### src/hdl/pointer_gesture_recognizer_core_defines.svh
// Assertion macros used by the gesture recognizer top level.
`ifndef POINTER_GESTURE_RECOGNIZER_CORE_DEFINES_SVH
`define POINTER_GESTURE_RECOGNIZER_CORE_DEFINES_SVH

// Same-cycle implication, disabled while reset is asserted
`define PGR_ASSERT_NOW(label, clk, rst_n, ante, cons) \
    label: assert property (@(posedge clk) disable iff (!rst_n) (ante) |-> (cons)) \
        else $error("pgr assertion failed");

// Next-cycle implication, disabled while reset is asserted
`define PGR_ASSERT_NEXT(label, clk, rst_n, ante, cons) \
    label: assert property (@(posedge clk) disable iff (!rst_n) (ante) |=> (cons)) \
        else $error("pgr assertion failed");

`endif

### src/hdl/pgr_pkg.sv
// Package with types, codes and helpers of the pointer gesture recognizer.
`timescale 1ns / 1ps

package pgr_pkg;

    // input request modes
    typedef enum logic [2:0] {
        MODE_LPRESS   = 3'd0,
        MODE_LRELEASE = 3'd1,
        MODE_RPRESS   = 3'd2,
        MODE_MOTION   = 3'd3,
        MODE_TICK     = 3'd4
    } t_mode;

    // result kinds
    typedef enum logic [2:0] {
        KIND_DOWN   = 3'd0,
        KIND_UP     = 3'd1,
        KIND_CLICK  = 3'd2,
        KIND_DOUBLE = 3'd3,
        KIND_RIGHT  = 3'd4,
        KIND_MOVE   = 3'd5
    } t_kind;

    // configuration register indexes
    localparam logic [1:0] CFG_DC_WINDOW = 2'd0;
    localparam logic [1:0] CFG_SLOP      = 2'd1;
    localparam logic [1:0] CFG_CANCEL    = 2'd2;
    localparam logic [1:0] CFG_LONG      = 2'd3;

    // configuration reset values
    localparam logic [15:0] RST_DC_WINDOW = 16'd500;
    localparam logic [7:0]  RST_SLOP      = 8'd5;
    localparam logic [7:0]  RST_CANCEL    = 8'd10;
    localparam logic [15:0] RST_LONG      = 16'd800;

    // queue between front and back
    localparam int QDEPTH = 4;
    localparam int QAW    = $clog2(QDEPTH);
    localparam int QCW    = $clog2(QDEPTH + 1);

    // one result without its stamp
    typedef struct packed {
        t_kind              kind;
        logic signed [15:0] x;
        logic signed [15:0] y;
    } t_result;

    // all results of one request
    typedef struct packed {
        t_result     first;
        t_result     second;
        logic        two;
        logic [31:0] stamp;
    } t_pair;

    // queue status seen by front and back
    typedef struct packed {
        logic full;
        logic empty;
    } t_q_stat;

    // per-axis distance of two signed coordinates
    function automatic logic [16:0] f_absdiff(logic signed [15:0] a, logic signed [15:0] b);
        logic [16:0] d;
        d = {a[15], a} - {b[15], b};
        return d[16] ? (~d + 17'd1) : d;
    endfunction

endpackage

### src/hdl/pgr_front.sv
// Front part: accepts requests, keeps gesture state and builds the result pair.
`timescale 1ns / 1ps

module pgr_front import pgr_pkg::*; (
    input  logic               i_clk,
    input  logic               i_rst_n,
    input  logic               i_cfg_we,
    input  logic [1:0]         i_cfg_idx,
    input  logic [15:0]        i_cfg_data,
    input  logic               i_valid,
    output logic               o_ready,
    input  logic [2:0]         i_mode,
    input  logic signed [15:0] i_pos_x,
    input  logic signed [15:0] i_pos_y,
    input  logic [31:0]        i_time_ms,
    input  t_q_stat            i_q_stat,
    output logic               o_push,
    output t_pair              o_pair
);

    // configuration
    logic [15:0] r_dc_win;
    logic [7:0]  r_slop;
    logic [7:0]  r_cancel;
    logic [15:0] r_long;

    // gesture state
    logic               r_held,       n_held;
    logic               r_fired,      n_fired;
    logic signed [15:0] r_press_x,    n_press_x;
    logic signed [15:0] r_press_y,    n_press_y;
    logic [31:0]        r_press_time, n_press_time;
    logic [31:0]        r_click_time, n_click_time;
    logic signed [15:0] r_click_x,    n_click_x;
    logic signed [15:0] r_click_y,    n_click_y;

    logic       accept;
    logic [1:0] m_cnt;
    t_kind      m_kind0;
    t_kind      m_kind1;
    logic       lp;
    logic       dbl;

    assign o_ready = !i_q_stat.full;
    assign accept  = i_valid && o_ready;

    // configuration writes
    always_ff @(posedge i_clk) begin
        if (!i_rst_n) begin
            r_dc_win <= RST_DC_WINDOW;
            r_slop   <= RST_SLOP;
            r_cancel <= RST_CANCEL;
            r_long   <= RST_LONG;
        end else if (i_cfg_we) begin
            unique case (i_cfg_idx)
                CFG_DC_WINDOW: r_dc_win <= i_cfg_data;
                CFG_SLOP:      r_slop   <= i_cfg_data[7:0];
                CFG_CANCEL:    r_cancel <= i_cfg_data[7:0];
                CFG_LONG:      r_long   <= i_cfg_data;
                default:       ;
            endcase
        end
    end

    // double-click test against the last click
    assign dbl = ((i_time_ms - r_click_time) < {16'd0, r_dc_win}) &&
                 (f_absdiff(i_pos_x, r_click_x) < {9'd0, r_slop}) &&
                 (f_absdiff(i_pos_y, r_click_y) < {9'd0, r_slop});

    // mode handling, then the long-press check
    always_comb begin
        n_held       = r_held;
        n_fired      = r_fired;
        n_press_x    = r_press_x;
        n_press_y    = r_press_y;
        n_press_time = r_press_time;
        n_click_time = r_click_time;
        n_click_x    = r_click_x;
        n_click_y    = r_click_y;
        m_cnt        = 2'd0;
        m_kind0      = KIND_DOWN;
        m_kind1      = KIND_CLICK;
        lp           = 1'b0;
        unique case (t_mode'(i_mode))
            MODE_LPRESS: begin
                m_cnt        = 2'd1;
                m_kind0      = KIND_DOWN;
                n_held       = 1'b1;
                n_press_x    = i_pos_x;
                n_press_y    = i_pos_y;
                n_press_time = i_time_ms;
                n_fired      = 1'b0;
            end
            MODE_LRELEASE: begin
                if (r_fired) begin
                    // release after a fired long press is swallowed
                    n_held  = 1'b0;
                    n_fired = 1'b0;
                end else begin
                    m_cnt   = 2'd2;
                    m_kind0 = KIND_UP;
                    n_held  = 1'b0;
                    if (dbl) begin
                        m_kind1      = KIND_DOUBLE;
                        n_click_time = 32'd0;
                    end else begin
                        m_kind1      = KIND_CLICK;
                        n_click_time = i_time_ms;
                        n_click_x    = i_pos_x;
                        n_click_y    = i_pos_y;
                    end
                end
            end
            MODE_RPRESS: begin
                m_cnt   = 2'd1;
                m_kind0 = KIND_RIGHT;
            end
            MODE_MOTION: begin
                m_cnt   = 2'd1;
                m_kind0 = KIND_MOVE;
                if (r_held &&
                    ((f_absdiff(i_pos_x, r_press_x) > {9'd0, r_cancel}) ||
                     (f_absdiff(i_pos_y, r_press_y) > {9'd0, r_cancel}))) begin
                    n_held = 1'b0;
                end
            end
            default: ;
        endcase
        // long press fires at the press position
        if (n_held && !n_fired && ((i_time_ms - n_press_time) >= {16'd0, r_long})) begin
            lp      = 1'b1;
            n_fired = 1'b1;
            n_held  = 1'b0;
        end
    end

    // result pair toward the queue
    always_comb begin
        o_pair.stamp = i_time_ms;
        o_pair.first = '{kind: m_kind0, x: i_pos_x, y: i_pos_y};
        o_pair.second = '{kind: m_kind1, x: i_pos_x, y: i_pos_y};
        o_pair.two = 1'b0;
        priority case (m_cnt)
            2'd0: begin
                o_pair.first = '{kind: KIND_RIGHT, x: n_press_x, y: n_press_y};
            end
            2'd1: begin
                o_pair.second = '{kind: KIND_RIGHT, x: n_press_x, y: n_press_y};
                o_pair.two    = lp;
            end
            default: begin
                o_pair.two = 1'b1;
            end
        endcase
    end

    assign o_push = accept && ((m_cnt != 2'd0) || lp);

    // state update on each accepted request
    always_ff @(posedge i_clk) begin
        if (!i_rst_n) begin
            r_held       <= 1'b0;
            r_fired      <= 1'b0;
            r_press_x    <= '0;
            r_press_y    <= '0;
            r_press_time <= '0;
            r_click_time <= '0;
            r_click_x    <= '0;
            r_click_y    <= '0;
        end else if (accept) begin
            r_held       <= n_held;
            r_fired      <= n_fired;
            r_press_x    <= n_press_x;
            r_press_y    <= n_press_y;
            r_press_time <= n_press_time;
            r_click_time <= n_click_time;
            r_click_x    <= n_click_x;
            r_click_y    <= n_click_y;
        end
    end

endmodule

### src/hdl/pgr_queue.sv
// Short queue of result pairs between the front and the back.
`timescale 1ns / 1ps

module pgr_queue import pgr_pkg::*; (
    input  logic    i_clk,
    input  logic    i_rst_n,
    input  logic    i_push,
    input  t_pair   i_data,
    input  logic    i_pop,
    output t_pair   o_data,
    output t_q_stat o_stat
);

    t_pair            r_mem [QDEPTH];
    logic [QAW-1:0]   r_wr, n_wr;
    logic [QAW-1:0]   r_rd, n_rd;
    logic [QCW-1:0]   r_cnt, n_cnt;

    assign o_stat.full  = (r_cnt == QCW'(QDEPTH));
    assign o_stat.empty = (r_cnt == '0);
    assign o_data       = r_mem[r_rd];

    // pointer and fill count
    always_comb begin
        n_wr  = i_push ? r_wr + 1'b1 : r_wr;
        n_rd  = i_pop ? r_rd + 1'b1 : r_rd;
        n_cnt = r_cnt + QCW'(i_push) - QCW'(i_pop);
    end

    always_ff @(posedge i_clk) begin
        if (!i_rst_n) begin
            r_wr  <= '0;
            r_rd  <= '0;
            r_cnt <= '0;
        end else begin
            r_wr  <= n_wr;
            r_rd  <= n_rd;
            r_cnt <= n_cnt;
        end
    end

    // storage
    always_ff @(posedge i_clk) begin
        if (i_push) begin
            r_mem[r_wr] <= i_data;
        end
    end

endmodule

### src/hdl/pgr_back.sv
// Back part: drains result pairs and drives one result per cycle while i_ready is high.
`timescale 1ns / 1ps

module pgr_back import pgr_pkg::*; (
    input  logic               i_clk,
    input  logic               i_rst_n,
    input  t_pair              i_data,
    input  t_q_stat            i_q_stat,
    output logic               o_pop,
    output logic               o_valid,
    input  logic               i_ready,
    output logic [2:0]         o_kind,
    output logic signed [15:0] o_at_x,
    output logic signed [15:0] o_at_y,
    output logic [31:0]        o_stamp_ms,
    output logic               o_last
);

    // output register
    logic               r_valid, n_valid;
    t_kind              r_kind,  n_kind;
    logic signed [15:0] r_x,     n_x;
    logic signed [15:0] r_y,     n_y;
    logic [31:0]        r_stamp, n_stamp;
    logic               r_last,  n_last;

    // pending second result of the current pair
    logic    r_pend_valid, n_pend_valid;
    t_result r_pend,       n_pend;

    logic out_free;

    assign out_free = !r_valid || i_ready;
    assign o_pop    = out_free && !r_pend_valid && !i_q_stat.empty;

    // load the next result when the output register frees up
    always_comb begin
        n_valid      = r_valid;
        n_kind       = r_kind;
        n_x          = r_x;
        n_y          = r_y;
        n_stamp      = r_stamp;
        n_last       = r_last;
        n_pend_valid = r_pend_valid;
        n_pend       = r_pend;
        if (out_free) begin
            priority if (r_pend_valid) begin
                n_valid      = 1'b1;
                n_kind       = r_pend.kind;
                n_x          = r_pend.x;
                n_y          = r_pend.y;
                n_last       = 1'b1;
                n_pend_valid = 1'b0;
            end else if (!i_q_stat.empty) begin
                n_valid      = 1'b1;
                n_kind       = i_data.first.kind;
                n_x          = i_data.first.x;
                n_y          = i_data.first.y;
                n_stamp      = i_data.stamp;
                n_last       = !i_data.two;
                n_pend_valid = i_data.two;
                n_pend       = i_data.second;
            end else begin
                n_valid = 1'b0;
            end
        end
    end

    always_ff @(posedge i_clk) begin
        if (!i_rst_n) begin
            r_valid      <= 1'b0;
            r_pend_valid <= 1'b0;
        end else begin
            r_valid      <= n_valid;
            r_pend_valid <= n_pend_valid;
        end
    end

    always_ff @(posedge i_clk) begin
        r_kind  <= n_kind;
        r_x     <= n_x;
        r_y     <= n_y;
        r_stamp <= n_stamp;
        r_last  <= n_last;
        r_pend  <= n_pend;
    end

    assign o_valid    = r_valid;
    assign o_kind     = r_kind;
    assign o_at_x     = r_x;
    assign o_at_y     = r_y;
    assign o_stamp_ms = r_stamp;
    assign o_last     = r_last;

endmodule

### src/hdl/pointer_gesture_recognizer_core.sv
// Path: a request's first result is written into the queue, then into the back's output register.
// Throughput: one request per cycle into the front while the queue is not full; the back drives
// one result per cycle while i_ready is high, so two-result requests drain slower (four-deep queue).
// Reset: i_rst_n is synchronous, active low; it empties the queue and output stage,
// clears the gesture state and loads the default configuration.
`timescale 1ns / 1ps
`include "pointer_gesture_recognizer_core_defines.svh"

module pointer_gesture_recognizer_core import pgr_pkg::*; (
    input  logic               i_clk,
    input  logic               i_rst_n,
    input  logic               i_cfg_we,
    input  logic [1:0]         i_cfg_idx,
    input  logic [15:0]        i_cfg_data,
    input  logic               i_valid,
    output logic               o_ready,
    input  logic [2:0]         i_mode,
    input  logic signed [15:0] i_pos_x,
    input  logic signed [15:0] i_pos_y,
    input  logic [31:0]        i_time_ms,
    output logic               o_valid,
    input  logic               i_ready,
    output logic [2:0]         o_kind,
    output logic signed [15:0] o_at_x,
    output logic signed [15:0] o_at_y,
    output logic [31:0]        o_stamp_ms,
    output logic               o_last
);

    logic    push;
    logic    pop;
    t_pair   push_pair;
    t_pair   pop_pair;
    t_q_stat q_stat;

    // request intake and classification
    pgr_front u_front (
        .i_clk      (i_clk),
        .i_rst_n    (i_rst_n),
        .i_cfg_we   (i_cfg_we),
        .i_cfg_idx  (i_cfg_idx),
        .i_cfg_data (i_cfg_data),
        .i_valid    (i_valid),
        .o_ready    (o_ready),
        .i_mode     (i_mode),
        .i_pos_x    (i_pos_x),
        .i_pos_y    (i_pos_y),
        .i_time_ms  (i_time_ms),
        .i_q_stat   (q_stat),
        .o_push     (push),
        .o_pair     (push_pair)
    );

    // decoupling queue
    pgr_queue u_queue (
        .i_clk   (i_clk),
        .i_rst_n (i_rst_n),
        .i_push  (push),
        .i_data  (push_pair),
        .i_pop   (pop),
        .o_data  (pop_pair),
        .o_stat  (q_stat)
    );

    // result serializer
    pgr_back u_back (
        .i_clk      (i_clk),
        .i_rst_n    (i_rst_n),
        .i_data     (pop_pair),
        .i_q_stat   (q_stat),
        .o_pop      (pop),
        .o_valid    (o_valid),
        .i_ready    (i_ready),
        .o_kind     (o_kind),
        .o_at_x     (o_at_x),
        .o_at_y     (o_at_y),
        .o_stamp_ms (o_stamp_ms),
        .o_last     (o_last)
    );

    // a non-final result is always followed at once by the final one of the same request
    `PGR_ASSERT_NEXT(a_second_ready, i_clk, i_rst_n, o_valid && !o_last && i_ready, o_valid)
    `PGR_ASSERT_NEXT(a_second_last, i_clk, i_rst_n, o_valid && !o_last && i_ready, o_last)
    `PGR_ASSERT_NEXT(a_same_stamp, i_clk, i_rst_n, o_valid && !o_last && i_ready, $stable(o_stamp_ms))
    // an up result is always followed by its click or double click
    `PGR_ASSERT_NOW(a_up_not_last, i_clk, i_rst_n, o_valid && (o_kind == KIND_UP), !o_last)

endmodule

### config.mk
export PLATFORM = sky130hd
export DESIGN_NAME = pointer_gesture_recognizer_core
export DESIGN_NICKNAME = d
export VERILOG_FILES = /design/src/hdl/pgr_pkg.sv /design/src/hdl/pgr_front.sv /design/src/hdl/pgr_queue.sv /design/src/hdl/pgr_back.sv /design/src/hdl/pointer_gesture_recognizer_core.sv
export VERILOG_INCLUDE_DIRS = /design/src /design/src/hdl
export SDC_FILE = /design/constraint.sdc
export NUM_CORES = 1
export LEC_CHECK = 0
export CAP_MARGIN = 30
export CORE_AREA = 5 5 292 294
export DETAILED_ROUTE_END_ITERATION = 8
export DIE_AREA = 0 0 297 299
export DONT_BUFFER_PORTS = 1
export GPL_TIMING_DRIVEN = 0
export PLACE_DENSITY_LB_ADDON = 0.1
export SLEW_MARGIN = 20
export SYNTH_ARGS = -nofsm -noshare
export SYNTH_HDL_FRONTEND = slang
export SYNTH_SLANG_ARGS = --single-unit
### constraint.sdc
create_clock -name i_clk -period 8.9 [get_ports i_clk]
set_input_delay 0 -clock i_clk [delete_from_list [all_inputs] [get_ports i_clk]]
set_output_delay 0 -clock i_clk [all_outputs]
set_load 0.01 [all_outputs]
### After elaboration in Yosys (flattened, before gate mapping)

Memory sizes are Yosys's and may differ from the RTL's. A register that Yosys moved wholly into a read port is not among the register bits.
Index checks and enable logic that the tools add are counted.

| word-level totals | value |
|---|---|
| bits in registers | 290 |
| bits in latches | 0 |
| RAM bits | 412 |
| memory bits (read-only) | 0 |
| bits of input ports | 90 |
| output and inout bits | 70 |
| word-level logic and storage cells | 135 |
| memories kept | 1 |

| cells by class | value |
|---|---|
| add/subtract/negate cells | 14 |
| multipliers | 0 |
| div/mod/pow operators | 0 |
| magnitude comparators | 6 |
| eq/ne operators | 9 |
| shift operators | 0 |
| muxes and demuxes | 39 |
| bitwise operators | 8 |
| reduce and logical (&&, ||, !) cells | 33 |

Memories:

| memory | words | width | rd ports | clocked after Yosys merged registers in | wr ports | RTL line | source |
|---|---|---|---|---|---|---|---|
| u_queue.r_mem | 4 | 103 | 1 | 1 | 1 | pgr_queue.sv:14 | `t_pair r_mem [QDEPTH];` |

Operators by type and width:

| kind | number |
|---|---|
| 2-to-1 mux 16 bit | 6 |
| 2-to-1 mux 35 bit | 2 |
| adder 17 x 1 -> 17 bit (second input constant) | 4 |
| 2-to-1 mux 17 bit | 4 |
| inverter 17 bit | 4 |
| subtractor 16 x 16 -> 17 bit | 4 |
| 2-to-1 mux 32 bit | 2 |
| subtractor 32 bit | 2 |
| greater-than comparator 17 x 8 -> 1 bit | 2 |
| less-than comparator 17 x 8 -> 1 bit | 2 |
| >= comparator 32 x 16 -> 1 bit | 1 |
| less-than comparator 32 x 16 -> 1 bit | 1 |
| 2-to-1 mux 1 bit | 14 |
| 2-to-1 mux 3 bit | 4 |
| AND reduction 2 bit | 5 |
| logical AND 1 bit | 9 |
| one-hot mux 3 bit (3 select lines) | 1 |
| == test 3 x 2 -> 1 bit (second input constant) | 2 |
| zero test 1 bit | 6 |
| zero test 3 bit | 2 |
| 2-to-1 mux 2 bit | 3 |
| AND reduction 3 bit | 2 |
| adder 2 x 1 -> 2 bit (second input constant) | 2 |
| == test 2 x 1 -> 1 bit (second input constant) | 2 |
| other kinds (16) | 23 |

### Longest topological paths before layout

Gate-level depths: netlist of the first run.

| logic depth | value |
|---|---|
| depth in word-level cells | 16 |
| gate-level depth with buffers | 32 |

### Hierarchy

Synthesis of the first run repeated with hierarchy kept, for this count alone.

| unflattened totals | value |
|---|---|
| cell total of the unflattened synthesis | 3189 |
| area total of the unflattened synthesis | 36960.4 um^2 |

By module, submodules not included:

| module | times used | cells each | area an instance (um^2) | sequential area each (um^2) |
|---|---|---|---|---|
| pgr_front | 1 | 2452 | 17924.7 | 3563.4 |
| pgr_queue | 1 | 581 | 15379.8 | 12552.0 |
| pgr_back | 1 | 156 | 3656.0 | 3133.0 |

### Least setup slack after synthesis of the first run

Ideal clock, no wire load.

| timing path | value |
|---|---|
| path type | input-to-reg |
| start | input i_mode[0] |
| end | memory u_queue.r_mem[0][0] (netlist bit), enable pin |
| library setup time | 0.712 ns |
| arrival time | 6.990 ns |
| data required time | 8.188 ns |
| path slack | 1.198 ns |
| stages | 27 |
| buffers on the path | 5 |
| path through | buf_2 nor3_1 clkbuf_1 clkbuf_1 mux2i_1 ha_1 clkbuf_1 and3_1 a31oi_1 nand3_1 a21oi_1 nor3b_1 nor2_1 xnor2_1 ha_1 a221o_1 a2111oi_0 o221ai_1 a311o_1 a2111o_1 a2111oi_0 o2111ai_1 nor4_2 nor2_1 o21a_1 buf_2 and2_1 |

| between the ends | value |
|---|---|
| cells in the longest elaborated chain, start to end | 11 |

Ends and longest elaborated chain:

| item | RTL line | source |
|---|---|---|
| from (decl) | pointer_gesture_recognizer_core.sv:17 | `input logic [2:0] i_mode,` |
| parallel branches: the longest is 7 deep, another holds subtractor 32 bit | - |  |
| logical OR 1 bit * | pgr_front.sv:157 | `assign o_push = accept && ((m_cnt != 2'd0) \|\| lp);` |
| logical AND 1 bit * | pgr_front.sv:157 |  |
| named net push | pointer_gesture_recognizer_core.sv:30 | `logic push;` |
| 2-to-1 mux 1 bit * | pgr_queue.sv:44 | `if (i_push) begin` |
| 2-to-1 mux 1 bit (not written as such) * | pgr_queue.sv:45 | `r_mem[r_wr] <= i_data;` |
| to (decl) | pgr_queue.sv:14 |  |

Mark *: on every way through the listed nets, which the timed path passes.

### Worst setup path in the final report of the first run

| timing path | value |
|---|---|
| start | input i_mode[2] |
| end | memory u_queue.r_mem[1][5] (netlist bit), enable pin |

The elaborated chain is that of the path after synthesis.

==> metrics.yaml, run 1 <==
outcome: "finished, final reports clean"
synth_top_family_by_area: "compound AO/OA/AOI/OAI gates"
clk_pin_slew_ns: 0.06
wl_mm: 110.2
grt_pass1_wl_mm: 165.7
first_pass_iters: 7
synth_compound_area_frac: 0.1404
r2r-end: "u_queue.r_mem[1][5]"
yosysWarnings: 0
crit_family: "compound AO/OA/AOI/OAI gates"
skew_ns: 0.02599
reg2reg_depth: 24
rsz0062_at_grt: "no"
synth_seq_area_share: 0.5209
use_met2: 0.4346
comb_power_share: 0.232
core_area_um2: 82630
muxShareOfSynthArea: 0.09639
final_nets: 3699
synthSimpleGateAreaFrac: 0.1099
timing.final.crit_period_ns: 8.375
internal_power_w: 0.006922
post-route-period-util: 0.9410
use_met3: 0.04068
ys_ff_latch: 700
grt-ovfl-total: 0
drv_slew: 0
clkLatencyLatePin_ns: 0.64
critPathArrivalTime_ns: 8.73
critPathMaxStageDelay_ns: 0.60
ctsLongestPathBuffers: 3
cts_max_level: 3
startpoint_type: "input port"
ir_drop_uv: 206.2
slew_headroom: 0.3296
synth-async-reset-ratio: 0
dp_hpwl_mm: 77.22
via_count: 26340
die_area_um2: 88800
critPathKind: "input port to flip-flop"
ios: 160
finalPower_w: 0.009850
cp.required_ns: 9.26
tightest_slew_ns: 1.006
p_sw_frac: 0.2973
die_h_um: 299
numCtsBuffers: 77
busiest_layer: "met2"
hold_path_end: "u_front.r_slop[4]"
power_frac_seq: 0.436
grt_pass1_vias: 26440
power.density_nw_per_um2: 233.2
drv_cap: 0
clockPowerShare: 0.332
rr_startpoint: "u_front.r_press_time[0]"
rows: 106
grt_usage: 0.2431
switchingPower_w: 0.002928
synth_top_cell_by_area: "edfxtp_1"
synth_ff_type: "edfxtp_1"
cp_num_buf_inv: 8
grt_max_degree: 43
p_leak_nw: 14.59
min_from: "i_cfg_we"
crit_fanout: 37
synthAdderAreaFrac: 0.07094
synth_cell_types: 92
synth_xor_area_frac: 0.02668
die_w_um: 297
globalplace.congestion: 0.8776
hold_ws_ns: 0.05622
hp-class: "input port to flip-flop"
antenna_found_initial: 2
cts_tree: "built"
hold_viol_final: 0
antenna_left: 0
root_buffer: "clkbuf_16"
synth_cells: 3192
whs_path_depth: 5
clkSinkCount: 700
crit_slowest_cell: "clkbuf_1"
setup-violations-final: 0
grt_util_met1: 0.3094
syn_area_um2: 36720
crit_path_end_kind: "flip-flop"
routed_via_density: 5.786
first_iter_violations: 1785
io_buffers: 0
synth.top_cell.area_share: 0.4179
avgSynthCellArea_um2: 11.50
syn2layout_area_growth_pct: 15.00
clock.fmax_ghz: 0.1194
crit_top_cell: "clkbuf_1"
start_util: 0.4444
synth_edf_count: 511
wl_per_cell_um: 24.21
r2r_setup_slack_ns: 1.76
drive_gt1_frac: 0.1018
fillCellCount: 7283
syn-num-nets: 3486
drc: 0
ys_top_cells_by_area: "edfxtp_1, dfxtp_1, ha_1"
layout by cell type (no fill, tap or decap), drive strengths merged, types with 15 or more instances in the layout:
cell type	count
dfxtp	189
xnor2	67
mux2i	78
inv	197
ha	197
edfxtp	511
o21ai	152
nand4	25
clkinv	25
a21o	63
mux2	41
buf	54
nor2b	21
a211oi	22
nor2	103
xor2	44
a21oi	140
nand2b	27
mux4	102
a31oi	17
a21boi	140
nor4	15
and3	21
clkbuf	214
dlygate4sd3	103
o211ai	43
o21a	23
nand2	477
a211o	15
nand3	64
and2	34
nor3	32
power by group through the flow:
stage	Combinational (W)	Clock, W	Sequential, W
detailed placement	0.00222	0	0.00437
global route	0.00250	0.00350	0.00433
CTS	0.00231	0.00334	0.00431
floorplan	0.00151	0	0.00434
global placement	0.00206	0	0.00445
finish	0.00229	0.00327	0.00429
Yosys cell counts, drive strengths merged (41+ instances only):
master / n
nor2: 103
a21o: 63
clkbuf: 114
mux2: 41
a21boi: 140
mux4: 102
edfxtp: 511
inv: 191
xnor2: 67
ha: 197
xor2: 44
nand2: 477
dfxtp: 189
a21oi: 140
o21ai: 152
mux2i: 78
o211ai: 43
nand3: 64
how the worst max path moves through the flow:
stage | start | to | depth (start not counted)
after floorplan | i_mode[0] | u_queue.r_mem[0][0] | 27
after global placement | i_mode[0] | u_queue.r_mem[3][5] | 24
after detailed placement | i_mode[0] | u_queue.r_mem[1][5] | 26
after CTS | i_mode[2] | u_queue.r_mem[1][5] | 27
after global routing | i_mode[2] | u_queue.r_mem[1][5] | 29
final | i_mode[2] | u_queue.r_mem[1][5] | 29
cells by family after synthesis:
group	Yosys count
AO/OA/AOI/OAI	751
XOR/XNOR	111
adder cells (fa/ha/maj)	204
buffers and inverters	329
flip-flops	700
multiplexers	221
AND/OR/NAND/NOR	876
worst min-delay path: cells and delay by family:
family | cells | cell delay, ns
AO/OA/AOI/OAI | 1 | 0.14
buffers and inverters | 1 | 0.26
AND/OR/NAND/NOR | 3 | 0.23
sequential cells by signal, indices dropped and copies added, names as in the netlist, 32 cells and up, named ones only:
signal,flops
u_queue.r_mem,408
u_front.r_click_time,32
u_front.r_press_time,32
u_back.o_stamp_ms,32
u_back.r_pend,35
what timing repair did:
| action | in CTS | in global routing |
|---|---|---|
| resized for setup | 0 | 7 |
| buffers inserted | 0 | 0 |
| hold buffers | 103 | 0 |
| endpoints found under the setup margin | 0 | 266 |
| hold endpoints to repair | 588 | 0 |
cell type report:
type,instances,area [um2],area share
Sequential cell,700,19130,0.4529
Multi-Input combinational cell,2163,16360,0.3873
Clock buffer,100,2097,0.04966
Timing Repair Buffer,134,1484,0.03514
Tap cell,1080,1351,0.03200
Inverter,191,716.9,0.01698
Buffer,138,568.0,0.01345
Clock inverter,43,520.5,0.01233
Antenna cell,3,7.507,0.0001778
stage by stage:
stage	setup slack (ns)	setup TNS [ns]	area [um2]	utilization	std cells
final	0.5254	0	42230	0.5111	4552
after global routing	0.002567	0	42230	0.5110	4550
after CTS	0.003274	0	42170	0.5103	4545
after detailed placement	-0.2501	-35.58	38520	0.4662	4299
after global placement	-3.012	-1314.27	38070	0.4608	4272
after floorplan	1.198	0	36720	-	3192
per-layer routing:
| layer | share of wire | vias up |
|---|---|---|
| met5 | 0 | - |
| met4 | 0.022 | 0 |
| met3 | 0.050 | 147 |
| met2 | 0.51 | 668 |
| met1 | 0.42 | 13220 |
| li1 | - | 12310 |
No activity file was read; power rests on OpenSTA's default activity.
==> inputs of run 2 (changes only) <==
--- a/config.mk
+++ b/config.mk
@@ -12,6 +12,7 @@
 export DIE_AREA = 0 0 297 299
 export DONT_BUFFER_PORTS = 1
 export GPL_TIMING_DRIVEN = 0
+export MAX_ROUTING_LAYER = met4
 export PLACE_DENSITY_LB_ADDON = 0.1
 export SLEW_MARGIN = 20
 export SYNTH_ARGS = -nofsm -noshare
==> metrics.yaml, run 2 (same netlist as run 1, synthesis figures left out) <==
outcome: "finished, final reports clean"
wl_mm: 110.7  # +0.41%
startpoint_type: "input port"
clock.fmax_ghz: 0.1260  # +5.5%
skew_ns: 0.03289  # +0.006898 ns
layout_commonest_cell: "edfxtp_1"
tightest_slew_ns: 0.9982  # -0.007388 ns
finalNonFillerCells: 4552  # unchanged
cts_tree: "built"
root_buffer: "clkbuf_16"
grt-ovfl-total: 0  # unchanged
power.density_nw_per_um2: 233.1  # about the same
preCtsSetupSlack_ns: 0.2363  # +0.4864 ns
clk_pin_slew_ns: 0.06  # about the same
numCtsBuffers: 78  # +1.3%
ctsLongestPathBuffers: 3  # unchanged
drive_gt1_frac: 0.1017  # about the same
globalplace.congestion: 0.8859  # +0.95%
fin_ws_ns: 0.9615  # +0.4361 ns
via_count: 26240  # -0.36%
hold_viol_final: 0  # unchanged
hold_ws_ns: 0.08522  # +0.02900 ns
timing.final.crit_period_ns: 7.939  # -0.4361 ns
drv_slew: 0  # unchanged
start_util: 0.4444  # unchanged
hp-class: "input port to flip-flop"
p_leak_nw: 14.61  # +0.11%
cp_num_buf_inv: 6  # -2
slew_headroom: 0.3345  # +0.004926
first_iter_violations: 1769  # -0.90%
cp.required_ns: 9.23  # -0.03 ns
ir_drop_uv: 170.2  # -17%
critPathMaxStageDelay_ns: 0.74  # +0.14 ns
grt_max_degree: 37  # -14%
antenna_left: 0  # unchanged
syn2layout_area_growth_pct: 14.98  # about the same
crit_path_end_kind: "flip-flop"
core_area_um2: 82630  # unchanged
final_nets: 3701  # +0.054%
setup-violations-final: 0  # unchanged
routed_via_density: 5.765  # -0.36%
critPathArrivalTime_ns: 8.27  # -0.46 ns
largest_register_ffs: 408  # unchanged
rsz0062_at_grt: "no"
crit_slowest_cell: "clkbuf_1"
io_buffers: 0  # unchanged
post-route-period-util: 0.8920  # -0.04900
clkLatencyLatePin_ns: 0.64  # about the same
die_h_um: 299  # unchanged
fin_tns_setup_ns: 0  # unchanged
wl_per_cell_um: 24.31  # +0.41%
ios: 160  # unchanged
largest_register: "u_queue.r_mem"
die_w_um: 297  # unchanged
crit_fanout: 36  # -2.7%
antenna_found_initial: 6  # +4
final_cell_mix: "edfxtp_1, nand2_1, ha_1, inv_1, dfxtp_1"
drc: 0  # unchanged
grt_pass1_wl_mm: 165.7  # about the same
dp_cells: 4301  # +0.047%
grt_pass1_vias: 26460  # +0.076%
grt_usage: 0.2521  # +0.008992
critPathKind: "input port to flip-flop"
drv_cap: 0  # unchanged
reg_top3: "u_queue.r_mem (408), u_back.r_pend (35)"
rows: 106  # unchanged
cts_max_level: 3  # unchanged
first_pass_iters: 6  # -1
crit_family: "compound AO/OA/AOI/OAI gates"
dp_hpwl_mm: 77.81  # +0.77%
die_area_um2: 88800  # unchanged
final_core_utilization: 0.5110  # about the same
clkSinkCount: 700  # unchanged
==> run 2: changes by cell type in the layout (fill, tap and decap cells not counted), sizes merged, moves of 2 or more <==
cell / change
clkinv: +12
clkbuf: -11
buf: +2
clkinvlp: -2
==> run 2: layout make-up <==
type                            instances  area, um2
Timing Repair Buffer                  136       1518
Clock buffer                           90       2007
Antenna cell                            2      5.005
Tap cell                             1080       1351
Fill cell                            7302      40410
Clock inverter                         53      576.8
Inverter                              191      716.9
Buffer                                137      561.8
Sequential cell                       700      19130
Multi-Input combinational cell       2163      16360
==> run 2: stage by stage <==
stage,cell area (um2),total power [W]
global placement,38070,0.006516
global route,42220,0.01033
finish,42220,0.009841
CTS,42170,0.009959
detailed placement,38550,0.006605
floorplan,36720,0.005851
==> run 2: power breakdown <==
group          internal [W]  leakage, nW  switching (W)
clock               0.00188         1.27        0.00137
sequential          0.00407         6.28       0.000230
combinational      0.000964         7.06        0.00133
total               0.00690         14.6        0.00294
==> run 2: path summary, 6_finish.rpt <==
check                                        startpoint  depth (start not counted)                     to  slack [ns]
worst max-delay path                          i_mode[0]                         26    u_queue.r_mem[1][5]        0.96
worst min-delay path                            i_rst_n                          3   u_front.r_press_x[7]        0.09
worst max register to register  u_front.r_press_time[0]                         23    u_queue.r_mem[1][5]        1.86
worst min register to register    u_front.r_click_y[12]                          2  u_front.r_click_y[12]        0.46
==> run 2: repair_timing <==
action / 4_1_cts / 5_1_grt
setup endpoints to repair: 0 / 280
buffers inserted: 0 / 0
gates resized for setup: 0 / 1
hold buffers: 103 / 0
hold endpoints to repair: 588 / 0
==> run 2: per-layer routing <==
metal  global-route usage  up-vias  part of all wire
li1                     -    12310                 -
met1               0.3073    13060              0.41
met2               0.4358      699              0.50
met3              0.03494      171             0.055
met4              0.08301        0             0.034
met5                    -        -                 0
==> run 2: worst register-to-register path: stages, from the launching register on <==
cell	delay [ns]
dfxtp_1	0.31
mux2_2	0.26
ha_1	0.19
nor2b_1	0.16
o2111ai_1	0.16
a21boi_0	0.45
a21oi_1	0.20
nor3b_1	0.30
nor2_1	0.09
xnor2_1	0.15
ha_1	0.23
a221o_1	0.28
a2111oi_0	0.46
o221ai_1	0.24
a311o_1	0.33
a2111o_1	0.29
a2111oi_0	0.40
o2111ai_1	0.29
nor4_4	0.68
nor2_1	0.09
o21a_1	0.18
buf_2	0.20
and2_4	0.41
buf_16	0.28
==> inputs of run 3 (changes only) <==
--- a/config.mk
+++ b/config.mk
@@ -8,6 +8,7 @@
 export LEC_CHECK = 0
 export CAP_MARGIN = 30
 export CORE_AREA = 5 5 292 294
+export CTS_BUF_LIST = sky130_fd_sc_hd__clkbuf_16
 export DETAILED_ROUTE_END_ITERATION = 8
 export DIE_AREA = 0 0 297 299
 export DONT_BUFFER_PORTS = 1
==> constraint.sdc (replaced) <==
create_clock -name i_clk -period 8.9 [get_ports i_clk]
set_input_delay 0 -clock i_clk [delete_from_list [all_inputs] [get_ports i_clk]]
set_output_delay 0 -clock i_clk [all_outputs]
set_load 0.05 [all_outputs]
==> metrics.yaml, run 3 (same netlist as run 1, synthesis figures left out) <==
p_sw_frac: 0.3335  # +0.03512
seqCellArea_um2: 19130  # unchanged
skew_ns: 0.03352  # +0.0006268 ns
cp.required_ns: 9.23  # about the same
die_h_um: 299  # unchanged
finalPower_w: 0.01034  # +5.0%
layout_commonest_cell: "edfxtp_1"
syn2layout_area_growth_pct: 14.96  # about the same
p_leak_nw: 14.65  # +0.27%
via_count: 26250  # +0.038%
dp_hpwl_mm: 77.81  # unchanged
first_pass_iters: 6  # unchanged
die_area_um2: 88800  # unchanged
post-route-period-util: 0.8961  # +0.004095
antenna_left: 0  # unchanged
clkSinkCount: 700  # unchanged
critPathArrivalTime_ns: 8.30  # +0.03 ns
dp_cells: 4301  # unchanged
drc: 0  # unchanged
cts_tree: "built"
largest_register_ffs: 408  # unchanged
grt_max_degree: 37  # unchanged
root_buffer: "clkbuf_16"
globalplace.congestion: 0.8859  # unchanged
critPathKind: "input port to flip-flop"
io_buffers: 0  # unchanged
crit_fanout: 36  # unchanged
core_area_um2: 82630  # unchanged
multiInputGateArea_um2: 16360  # unchanged
hp-class: "input port to flip-flop"
hold_viol_final: 0  # unchanged
slew_headroom: 0.3145  # -0.02006
drive_gt1_frac: 0.1014  # -0.0002882
final_cell_mix: "edfxtp_1, nand2_1, inv_1, ha_1, dfxtp_1"
drv_cap: 0  # unchanged
clk_pin_slew_ns: 0.06  # about the same
startpoint_type: "input port"
ir_drop_uv: 186.5  # +9.6%
grt_usage: 0.2521  # about the same
switchingPower_w: 0.003447  # +17%
postCtsSetupBuffers: 0  # unchanged
grt_pass1_wl_mm: 165.6  # about the same
drv_slew: 0  # unchanged
grt_pass1_vias: 26450  # -0.019%
setup-violations-final: 0  # unchanged
crit_path_end_kind: "flip-flop"
reg_top3: "u_queue.r_mem (408), u_back.r_pend (35)"
wl_mm: 110.8  # +0.14%
antenna_found_initial: 6  # unchanged
largest_register: "u_queue.r_mem"
comb_power_share: 0.223  # -0.011
rsz0062_at_grt: "no"
fillCellCount: 7299  # -0.041%
routed_via_density: 5.765  # about the same
cts_max_level: 3  # unchanged
ctsLongestPathBuffers: 3  # unchanged
clockPowerShare: 0.312  # -0.018
tightest_slew_ns: 1.028  # +0.03010 ns
grt-ovfl-total: 0  # unchanged
timing.final.crit_period_ns: 7.975  # +0.03644 ns
start_util: 0.4444  # unchanged
finalNonFillerCells: 4554  # +0.044%
final_nets: 3701  # unchanged
power.density_nw_per_um2: 244.9  # +5.1%
first_iter_violations: 1698  # -4.0%
clkLatencyLatePin_ns: 0.64  # about the same
rows: 106  # unchanged
numCtsBuffers: 78  # unchanged
ios: 160  # unchanged
wl_per_cell_um: 24.33  # about the same
internal_power_w: 0.006890  # -0.21%
power_frac_seq: 0.464  # +0.028
outcome: "finished, final reports clean"
die_w_um: 297  # unchanged
clock.fmax_ghz: 0.1254  # -0.46%
-- run 3: cell count changes in the layout (fill, tap and decap cells not counted) --
cell / previous run / this run
clkinv_1: 11 / 12
clkbuf_1: 122 / 111
clkbuf_8: 1 / 0
diode_2: 2 / 4
inv_1: 191 / 202
-- run 3: worst paths after layout --
kind | startpoint | end | slack, ns | depth (start not counted)
worst max-delay path | i_mode[0] | u_queue.r_mem[1][5] | 0.93 | 26
worst min-delay path | i_rst_n | u_front.r_press_x[9] | 0.08 | 3
worst max register to register | u_front.r_press_time[0] | u_queue.r_mem[1][5] | 1.83 | 23
worst min register to register | u_front.r_click_y[12] | u_front.r_click_y[12] | 0.46 | 2
-- run 3: metrics by stage --
stage | util | setup slack [ns] | area [um2] | hold WS (ns) | TNS, ns
2_1_floorplan | - | 1.198 | 36720 | 0.09887 | 0
4_1_cts | 0.5102 | 0.3004 | 42160 | 0.04170 | 0
5_1_grt | 0.5109 | 0.5500 | 42210 | 0.1299 | 0
6_report | 0.5109 | 0.9250 | 42220 | 0.08341 | 0
3_5_place_dp | 0.4666 | 0.2363 | 38550 | 0.09954 | 0
3_3_place_gp | 0.4608 | -3.253 | 38070 | 0.09974 | -1442.97
-- run 3: power groups by stage --
stage	sequential (W)	clock, W	combinational (W)
final	0.00480	0.00323	0.00231
after global routing	0.00484	0.00345	0.00253
after CTS	0.00481	0.00331	0.00233
after detailed placement	0.00488	0	0.00224
after global placement	0.00495	0	0.00207
after floorplan	0.00485	0	0.00151
-- run 3: cell type report --
type / instances / area share
diodes: 4 / 0.0002371
plain buffers: 137 / 0.01331
clock buffers: 78 / 0.04623
clock inverters: 65 / 0.01473
inverters: 191 / 0.01698
multi-input cells: 2163 / 0.3875
flip-flops and latches: 700 / 0.4531
well taps: 1080 / 0.03201
repair buffers: 136 / 0.03595
-- run 3: timing repair --
action | CTS | global route
setup endpoints to repair | 0 | 280
hold buffers | 103 | 0
resized for setup | 0 | 1
hold endpoints to repair | 588 | 0
-- run 3: worst max-delay path, cell delays in order --
cell	delay (ns)
dlygate4sd3_1	0.55
buf_2	0.19
nor3_2	0.18
buf_4	0.34
clkbuf_1	0.75
mux2i_1	0.18
ha_1	0.40
a21boi_0	0.47
a21oi_1	0.21
nor3b_1	0.32
nor2_1	0.09
xnor2_1	0.15
ha_1	0.23
a221o_1	0.27
a2111oi_0	0.45
o221ai_1	0.24
a311o_1	0.34
a2111o_1	0.29
a2111oi_0	0.40
o2111ai_1	0.28
nor4_4	0.66
nor2_1	0.09
o21a_1	0.19
buf_2	0.20
and2_4	0.41
buf_16	0.28
-- run 3: per-layer routing --
metal,wire [um],up-vias,share of wire,GRT usage
met5,0,-,0,-
li1,-,12310,-,-
met4,3794,0,0.034,0.08323
met3,5736,166,0.052,0.03393
met2,55420,707,0.50,0.4356
met1,45870,13070,0.41,0.3081
